--- src/sv/baro_pkg.sv ---
// Package for the barometer second-order compensation unit.
// Holds shared widths, register indexes and the multiplier control struct.
// No dependencies.
package baro_pkg;

    localparam int CoefW = 16;
    localparam int RawW  = 24;
    localparam int AccW  = 72;

    localparam logic [2:0] REG_C1 = 3'd0;
    localparam logic [2:0] REG_C2 = 3'd1;
    localparam logic [2:0] REG_C3 = 3'd2;
    localparam logic [2:0] REG_C4 = 3'd3;
    localparam logic [2:0] REG_C5 = 3'd4;
    localparam logic [2:0] REG_C6 = 3'd5;

    localparam logic signed [AccW-1:0] TempRef  = AccW'(2000);
    localparam logic signed [AccW-1:0] TempCold = -AccW'(1500);
    localparam logic [RawW-1:0] RawTempInit = 24'd8000000;
    localparam logic signed [AccW-1:0] PressMin = AccW'(1000);
    localparam logic signed [AccW-1:0] PressMax = AccW'(150000);

    // Start request and operands for the serial multiplier.
    typedef struct packed {
        logic                   start;
        logic signed [AccW-1:0] a;
        logic signed [AccW-1:0] b;
    } mul_req_t;

endpackage

--- src/sv/baro_second_order_compensation_unit.sv ---
// Top level of the barometer second-order compensation unit.
// Depends on baro_pkg and baro_serial_mul.
//
//  channel | direction | signals
//  in      | input     | in_valid, in_stall, kind, raw_value
//  out     | output    | out_valid, out_stall, temp_centideg, press_centimbar, plausible
//  cfg     | input     | cfg_we, cfg_index, cfg_data
//
// A temperature transaction updates the cache and sets the seen flag. A pressure
// transaction runs four, six or seven products through one bit-serial multiplier; each
// product stops after the highest set bit of its multiplier operand, and the ST_OUT
// step then loads the output register. Reset clears the coefficients, the cache to
// 8000000 and the seen flag. One result is held in the output register until taken;
// the next input transaction is accepted meanwhile, and a finished pressure
// transaction waits while that result stalls.
module baro_second_order_compensation_unit (
    input  logic                          clk,
    input  logic                          rst_n,
    input  logic                          in_valid,
    output logic                          in_stall,
    input  logic                          kind,
    input  logic [baro_pkg::RawW-1:0]     raw_value,
    output logic                          out_valid,
    input  logic                          out_stall,
    output logic signed [19:0]            temp_centideg,
    output logic signed [31:0]            press_centimbar,
    output logic                          plausible,
    input  logic                          cfg_we,
    input  logic [2:0]                    cfg_index,
    input  logic [baro_pkg::CoefW-1:0]    cfg_data
);
    import baro_pkg::*;

    typedef enum logic [8:0] {
        ST_IDLE  = 9'b0_0000_0001,
        ST_DT6   = 9'b0_0000_0010,
        ST_C4    = 9'b0_0000_0100,
        ST_C3    = 9'b0_0000_1000,
        ST_DTSQ  = 9'b0_0001_0000,
        ST_SQ    = 9'b0_0010_0000,
        ST_SC    = 9'b0_0100_0000,
        ST_D     = 9'b0_1000_0000,
        ST_OUT   = 9'b1_0000_0000
    } state_t;

    state_t state_reg, state_next;
    logic [CoefW-1:0] c1_reg, c2_reg, c3_reg, c4_reg, c5_reg, c6_reg;
    logic [RawW-1:0] cache_reg, cache_next;
    logic seen_reg, seen_next;
    logic [RawW-1:0] praw_reg, praw_next;
    logic signed [AccW-1:0] dt_reg, dt_next, temp_reg, temp_next;
    logic signed [AccW-1:0] off_reg, off_next, sens_reg, sens_next;
    logic signed [AccW-1:0] t1_reg, t1_next;
    logic cold_reg, cold_next;
    logic ov_reg, ov_next;
    logic signed [19:0] ot_reg, ot_next;
    logic signed [31:0] op_reg, op_next;
    logic opl_reg, opl_next;

    mul_req_t req;
    logic mul_done;
    logic signed [AccW-1:0] prod;
    logic signed [AccW-1:0] p_full, sq_diff, sc_diff;
    logic in_acc;

    baro_serial_mul u_mul (
        .clk     (clk),
        .rst_n   (rst_n),
        .req     (req),
        .done    (mul_done),
        .product (prod)
    );

    // Busy while computing, or while an older result would be overwritten.
    assign in_stall = (state_reg != ST_IDLE);
    assign in_acc   = in_valid && !in_stall;
    assign p_full   = ((prod >>> 21) - off_reg) >>> 15;
    assign sq_diff  = temp_reg - TempRef;
    assign sc_diff  = temp_reg - TempCold;

    // Sequencer over the products; every product step waits for the multiplier.
    always_comb
    begin
        state_next = state_reg;
        cache_next = cache_reg;
        seen_next  = seen_reg;
        praw_next  = praw_reg;
        dt_next    = dt_reg;
        temp_next  = temp_reg;
        off_next   = off_reg;
        sens_next  = sens_reg;
        t1_next    = t1_reg;
        cold_next  = cold_reg;
        ov_next    = ov_reg;
        ot_next    = ot_reg;
        op_next    = op_reg;
        opl_next   = opl_reg;
        req        = '{start: 1'b0, a: '0, b: '0};
        if (ov_reg && !out_stall)
        begin
            ov_next = 1'b0;
        end
        case (state_reg)
            ST_IDLE:
            begin
                if (in_acc)
                begin
                    if (kind)
                    begin
                        cache_next = raw_value;
                        seen_next  = 1'b1;
                    end
                    else if (seen_reg)
                    begin
                        praw_next  = raw_value;
                        dt_next    = AccW'(cache_reg) - (AccW'(c5_reg) <<< 8);
                        req.start  = 1'b1;
                        req.a      = AccW'(cache_reg) - (AccW'(c5_reg) <<< 8);
                        req.b      = AccW'(c6_reg);
                        state_next = ST_DT6;
                    end
                end
            end
            ST_DT6:
            begin
                if (mul_done)
                begin
                    temp_next  = TempRef + (prod >>> 23);
                    req.start  = 1'b1;
                    req.a      = dt_reg;
                    req.b      = AccW'(c4_reg);
                    state_next = ST_C4;
                end
            end
            ST_C4:
            begin
                if (mul_done)
                begin
                    off_next   = $signed(AccW'(c2_reg) <<< 16) + (prod >>> 7);
                    req.start  = 1'b1;
                    req.a      = dt_reg;
                    req.b      = AccW'(c3_reg);
                    state_next = ST_C3;
                end
            end
            ST_C3:
            begin
                if (mul_done)
                begin
                    sens_next = $signed(AccW'(c1_reg) <<< 15) + (prod >>> 8);
                    req.start = 1'b1;
                    if (temp_reg < TempRef)
                    begin
                        req.a      = dt_reg;
                        req.b      = dt_reg;
                        state_next = ST_DTSQ;
                    end
                    else
                    begin
                        req.a      = AccW'(praw_reg);
                        req.b      = $signed(AccW'(c1_reg) <<< 15) + (prod >>> 8);
                        state_next = ST_D;
                    end
                end
            end
            ST_DTSQ:
            begin
                if (mul_done)
                begin
                    t1_next    = prod >>> 31;
                    cold_next  = temp_reg < TempCold;
                    req.start  = 1'b1;
                    req.a      = sq_diff;
                    req.b      = sq_diff;
                    state_next = ST_SQ;
                end
            end
            ST_SQ:
            begin
                if (mul_done)
                begin
                    // Five times the square: (sq << 2) + sq.
                    off_next  = off_reg - (((prod <<< 2) + prod) >>> 1);
                    sens_next = sens_reg - (((prod <<< 2) + prod) >>> 2);
                    req.start = 1'b1;
                    if (cold_reg)
                    begin
                        req.a      = sc_diff;
                        req.b      = sc_diff;
                        state_next = ST_SC;
                    end
                    else
                    begin
                        temp_next  = temp_reg - t1_reg;
                        req.a      = AccW'(praw_reg);
                        req.b      = sens_reg - (((prod <<< 2) + prod) >>> 2);
                        state_next = ST_D;
                    end
                end
            end
            ST_SC:
            begin
                if (mul_done)
                begin
                    off_next   = off_reg - ((prod <<< 3) - prod);
                    sens_next  = sens_reg - (((prod <<< 3) + (prod <<< 1) + prod) >>> 1);
                    temp_next  = temp_reg - t1_reg;
                    req.start  = 1'b1;
                    req.a      = AccW'(praw_reg);
                    req.b      = sens_reg - (((prod <<< 3) + (prod <<< 1) + prod) >>> 1);
                    state_next = ST_D;
                end
            end
            ST_D:
            begin
                if (mul_done)
                begin
                    state_next = ST_OUT;
                end
            end
            ST_OUT:
            begin
                // Wait here until the output register is free; the product holds.
                if (!ov_next)
                begin
                    ot_next = temp_reg[19:0];
                    if (p_full > AccW'(32'sh7FFF_FFFF))
                    begin
                        op_next = 32'sh7FFF_FFFF;
                    end
                    else if (p_full < -AccW'(64'sh8000_0000))
                    begin
                        op_next = 32'sh8000_0000;
                    end
                    else
                    begin
                        op_next = p_full[31:0];
                    end
                    opl_next   = (p_full >= PressMin) && (p_full <= PressMax);
                    ov_next    = 1'b1;
                    state_next = ST_IDLE;
                end
            end
            default:
            begin
                state_next = ST_IDLE;
            end
        endcase
    end

    always_ff @(posedge clk or negedge rst_n)
    begin
        if (!rst_n)
        begin
            state_reg <= ST_IDLE;
            cache_reg <= RawTempInit;
            seen_reg  <= 1'b0;
            ov_reg    <= 1'b0;
            c1_reg    <= '0;
            c2_reg    <= '0;
            c3_reg    <= '0;
            c4_reg    <= '0;
            c5_reg    <= '0;
            c6_reg    <= '0;
        end
        else
        begin
            state_reg <= state_next;
            cache_reg <= cache_next;
            seen_reg  <= seen_next;
            ov_reg    <= ov_next;
            if (cfg_we)
            begin
                case (cfg_index)
                    REG_C1: c1_reg <= cfg_data;
                    REG_C2: c2_reg <= cfg_data;
                    REG_C3: c3_reg <= cfg_data;
                    REG_C4: c4_reg <= cfg_data;
                    REG_C5: c5_reg <= cfg_data;
                    REG_C6: c6_reg <= cfg_data;
                    default: ;
                endcase
            end
        end
    end

    always_ff @(posedge clk)
    begin
        praw_reg <= praw_next;
        dt_reg   <= dt_next;
        temp_reg <= temp_next;
        off_reg  <= off_next;
        sens_reg <= sens_next;
        t1_reg   <= t1_next;
        cold_reg <= cold_next;
        ot_reg   <= ot_next;
        op_reg   <= op_next;
        opl_reg  <= opl_next;
    end

    assign out_valid       = ov_reg;
    assign temp_centideg   = ot_reg;
    assign press_centimbar = op_reg;
    assign plausible       = opl_reg;

    // The multiplier only finishes while a pressure transaction is running.
    a_done_busy: assert property (@(posedge clk) disable iff (!rst_n)
        mul_done |-> (state_reg != ST_IDLE))
        else $error("multiplier finished while idle");

    // A new result appears only when leaving the output step.
    a_result_src: assert property (@(posedge clk) disable iff (!rst_n)
        $rose(out_valid) |-> $past(state_reg == ST_OUT))
        else $error("result without final product");

    // A temperature transaction marks the cache as seen.
    a_seen: assert property (@(posedge clk) disable iff (!rst_n)
        (in_acc && kind) |=> seen_reg)
        else $error("seen flag not set");
endmodule

--- src/sv/baro_serial_mul.sv ---
// Bit-serial signed multiplier: one bit of the multiplier operand a cycle.
// Depends on baro_pkg.
module baro_serial_mul (
    input  logic                            clk,
    input  logic                            rst_n,
    input  baro_pkg::mul_req_t              req,
    output logic                            done,
    output logic signed [baro_pkg::AccW-1:0] product
);
    import baro_pkg::*;

    localparam int CntW = $clog2(AccW + 1);

    logic signed [AccW-1:0] acc_reg, acc_next;
    logic signed [AccW-1:0] mcand_reg, mcand_next;
    logic [AccW-1:0] mplier_reg, mplier_next;
    logic [CntW-1:0] cnt_reg, cnt_next;
    logic busy_reg, busy_next;
    logic done_reg, done_next;

    // Shift-and-add over the multiplier bits, two's complement modulo 2^AccW.
    always_comb
    begin
        acc_next    = acc_reg;
        mcand_next  = mcand_reg;
        mplier_next = mplier_reg;
        cnt_next    = cnt_reg;
        busy_next   = busy_reg;
        done_next   = 1'b0;
        if (req.start)
        begin
            acc_next    = '0;
            mcand_next  = req.a;
            mplier_next = req.b;
            cnt_next    = CntW'(AccW);
            busy_next   = 1'b1;
        end
        else if (busy_reg)
        begin
            if (mplier_reg[0])
            begin
                acc_next = acc_reg + mcand_reg;
            end
            mcand_next  = mcand_reg <<< 1;
            mplier_next = mplier_reg >> 1;
            cnt_next    = cnt_reg - 1'b1;
            if (cnt_reg == CntW'(1) || mplier_next == '0)
            begin
                busy_next = 1'b0;
                done_next = 1'b1;
            end
        end
    end

    always_ff @(posedge clk or negedge rst_n)
    begin
        if (!rst_n)
        begin
            busy_reg <= 1'b0;
            done_reg <= 1'b0;
            cnt_reg  <= '0;
        end
        else
        begin
            busy_reg <= busy_next;
            done_reg <= done_next;
            cnt_reg  <= cnt_next;
        end
    end

    always_ff @(posedge clk)
    begin
        acc_reg    <= acc_next;
        mcand_reg  <= mcand_next;
        mplier_reg <= mplier_next;
    end

    assign done    = done_reg;
    assign product = acc_reg;
endmodule

--- config.mk ---
export PLATFORM = sky130hd
export DESIGN_NAME = baro_second_order_compensation_unit
export DESIGN_NICKNAME = d
export VERILOG_FILES = /design/src/sv/baro_pkg.sv /design/src/sv/baro_second_order_compensation_unit.sv /design/src/sv/baro_serial_mul.sv
export SDC_FILE = /design/constraint.sdc
export NUM_CORES = 2
export LEC_CHECK = 0
export ABC_CLOCK_PERIOD_IN_PS = 9400
export BUFFER_PORTS_ARGS = -buffer_cell sky130_fd_sc_hd__buf_2
export CAP_MARGIN = 15
export CORE_MARGIN = 5
export CORE_UTILIZATION = 50
export CTS_CLUSTER_SIZE = 12
export DETAILED_ROUTE_END_ITERATION = 10
export PLACE_DENSITY = 0.66
export SYNTH_ARGS = -nofsm -noshare
export SYNTH_HDL_FRONTEND = slang
export SYNTH_SLANG_ARGS = --single-unit
--- constraint.sdc ---
create_clock -name clk -period 9.4 [get_ports clk]
set_clock_uncertainty 0.05 [all_clocks]
set_input_delay 1.88 -clock clk [delete_from_list [all_inputs] [get_ports clk]]
set_output_delay 1.88 -clock clk [all_outputs]
set_load 0.01 [all_outputs]
==> flow_metrics.py <==
metrics = {
    "outcome": {
        "outcome": "finished, final reports clean",
    },
    "floorplanning": {
        "core-area_mm2": 0.1517,
        "die_x_um": 400.4,
        "fp.dieArea_mm2": 0.1603,
        "num_io_pins": 104,
        "start_util": 0.5022,
        "rows": 143,
        "fp.dieH_um": 400.4,
    },
    "setup_path": {
        "path_class": "flip-flop to flip-flop",
        "crit_chain": "ha_1, a21oi_1, o21bai_1, a2111oi_0, o22ai_1, or2_2, a31o_2, a2111oi_0, o21ai_0, a21o_1, a21oi_1, xor2_1, ha_1, nand3_1, nor2_1, and3_1, or3b_2, o31ai_1, o21ai_0, a31oi_1, xnor3_1, a21oi_1, o21ai_0",
        "slowest_stage": "dfxtp_1",
        "cp_num_buf_inv": 0,
        "critPathArrivalTime_ns": 9.02,
        "path_delay_family": "compound AO/OA/AOI/OAI gates",
        "cpPeakStageDelay_ns": 1.06,
        "endpoint_kind": "flip-flop",
        "path_max_fanout": 14,
        "critPathLaunchType": "flip-flop",
        "cp.depth": 23,
        "reg2reg_depth": 23,
        "cp.required_ns": 9.79,
    },
    "cts": {
        "cts_tree": "built",
        "clkLatencyLatePin_ns": 0.76,
        "cts_buffer_depth": 3,
        "clock-sinks": 716,
        "htree_levels": 3,
        "clk_pin_slew_ns": 0.06,
        "cts_made_buffers": 92,
        "cts_resized": 0,
        "cts_hold_buf": 0,
        "cts_setup_buffers": 0,
        "cts_root_buf": "clkbuf_16",
    },
    "sta": {
        "final.period_utilization": 0.9180,
        "setup-tns-final_ns": 0,
        "hold_violations": 0,
        "clock.fmax_mhz": 115.9,
        "max_slew_margin": 0.1663,
        "tightestPinTransition_ns": 1.247,
        "setup_viol": 0,
        "slew_violations": 0,
        "post-route-min-period_ns": 8.629,
        "whs_ns": 0.4159,
        "grt_setup_unrepaired": "false",
    },
    "placed_design": {
        "gp_congestion": 1.053,
        "hpwl_um": 259800,
        "place_area_mm2": 0.07918,
        "portBuffers": 103,
    },
    "route": {
        "drc_errors": 0,
        "dr_total_vias": 76260,
        "ant_nets": 0,
        "wl_um": 329300,
        "viasPerCell": 6.750,
        "wire_per_inst_um": 29.15,
        "drt_first_pass_iters": 8,
        "drtIter0Drc": 10120,
    },
    "global_route": {
        "antenna_found_initial": 18,
        "grt_pass1_vias": 70920,
        "grt_start_max_net_pins": 89,
        "grt_overflow_total": 0,
        "grt_pass1_wl_um": 472500,
        "grtUsageTotal": 0.3899,
    },
    "power_and_ir_drop": {
        "vdd_drop_max_v": 0.0001776,
        "power_w": 0.007691,
        "powerDensity_mw_per_mm2": 93.26,
        "leakagePower_nw": 37.00,
    },
    "synth": {
        "avgSynthCellArea_um2": 8.258,
        "yosysMostFrequentCell": "a21oi_1",
        "ys_ff_latch": 716,
        "yosys.area.top_type": "edfxtp_1",
        "ys_warn_count": 0,
        "synthArstFlopShare": 0.1955,
        "yosys-top-cells-area": "edfxtp_1, ha_1, a21oi_1",
        "seq_area_frac_synth": 0.2637,
        "synth.distinct_cells": 100,
        "synth_ff_type": "edfxtp_1",
        "synth_edf_count": 504,
        "postSynthCellCount": 9227,
        "synth_nets": 10120,
        "synth_area_mm2": 0.07619,
        "yosys-top-cells-count": "a21oi_1, nand2_1, ha_1",
        "yosysTopAreaCellShare": 0.1986,
    },
    "layout": {
        "seq_area_mm2": 0.02009,
        "drive_above_1_share": 0.07245,
        "fill_cells": 14240,
        "stdcell_area_mm2": 0.08247,
        "multi_input_area_mm2": 0.05268,
        "utilization": 0.5435,
        "final_nets": 10070,
        "area_delta_synth_final_pct": 8.232,
    },
    "worst_hold_path": {
        "hold_class": "flip-flop to flip-flop",
        "hold_depth": 1,
    },
    "flow_run": {
        "maxCapViolCount": 0,
    },
}
## stage by stage
stage	worst slack (ns)	instances
after floorplan	2.508	9227
after global placement	1.279	11110
after detailed placement	1.090	11120
after CTS	1.014	11290
after global routing	0.2809	11290
final	0.7706	11300
## final timing paths
check | startpoint | to | slack [ns]
hold / removal | seen_reg | seen_reg | 0.42
hold reg to reg | seen_reg | seen_reg | 0.42
setup / recovery | u_mul.product[24] | sens_reg[71] | 0.77
setup reg to reg | u_mul.product[24] | sens_reg[71] | 0.77
min in group asynchronous | rst_n | cache_reg[6] | 1.16
max in group asynchronous | rst_n | c2_reg[14] | 6.74
## metal layers
metal,vias to the layer above,GRT usage,wire (um)
met4,8,0.1306,13720
met1,36760,0.5551,137200
met2,4806,0.5566,131400
li1,33970,-,-
met3,708,0.1261,46920
met5,-,0,48
## cell families (layout without fill, tap and decap cells)
family	Yosys count	in the layout	share of synthesized area
other	0	6	0
xor gates and xnor gates	757	757	0.08720
DFF	716	716	0.2637
buffers and inverters	961	995	0.04759
adders and majority gates	839	839	0.1522
and+or+nand+nor	2675	2675	0.1665
AOI/OAI and AO/OA	3152	3152	0.2645
muxes	127	127	0.01847
## area by class of cell
type | instances | share of cell area
clock buffers | 131 | 0.03213
diodes | 6 | 0.0001821
multi-input cells | 7550 | 0.6389
clock inverters | 43 | 0.007207
inverters | 549 | 0.02508
flip-flops and latches | 716 | 0.2436
well taps | 2030 | 0.03080
repair buffers | 272 | 0.02211
## power by group
group          internal, W  total (W)  switching, W
sequential         0.00344    0.00351     0.0000742
clock              0.00219    0.00385       0.00166
combinational     0.000143   0.000326      0.000183
## cell usage in the layout (no fill, tap or decap), types with 53 or more instances in the layout
cell type    n
o211ai_1    54
mux2_2     109
xnor2_1    488
a21o_1     408
o21ai_0    666
a22oi_1     71
nand3_1    192
nor3_1     156
o221ai_1    53
inv_1      543
o21a_1     106
nor2_1     677
xor2_1     268
dfxtp_1     70
a21oi_1    979
dfrtp_1    132
a211oi_1    65
clkbuf_16   93
or3_1       63
nand2_1    858
ha_1       693
nand4_1    173
nor4_1      60
a31oi_1     97
edfxtp_1   504
a221oi_1    66
nand2b_1   103
fa_1       146
buf_2      102
and3_1      89
nor2b_1     85
o21bai_1    93
buf_4      165
Note: power is estimated with default switching activity, not from simulation.
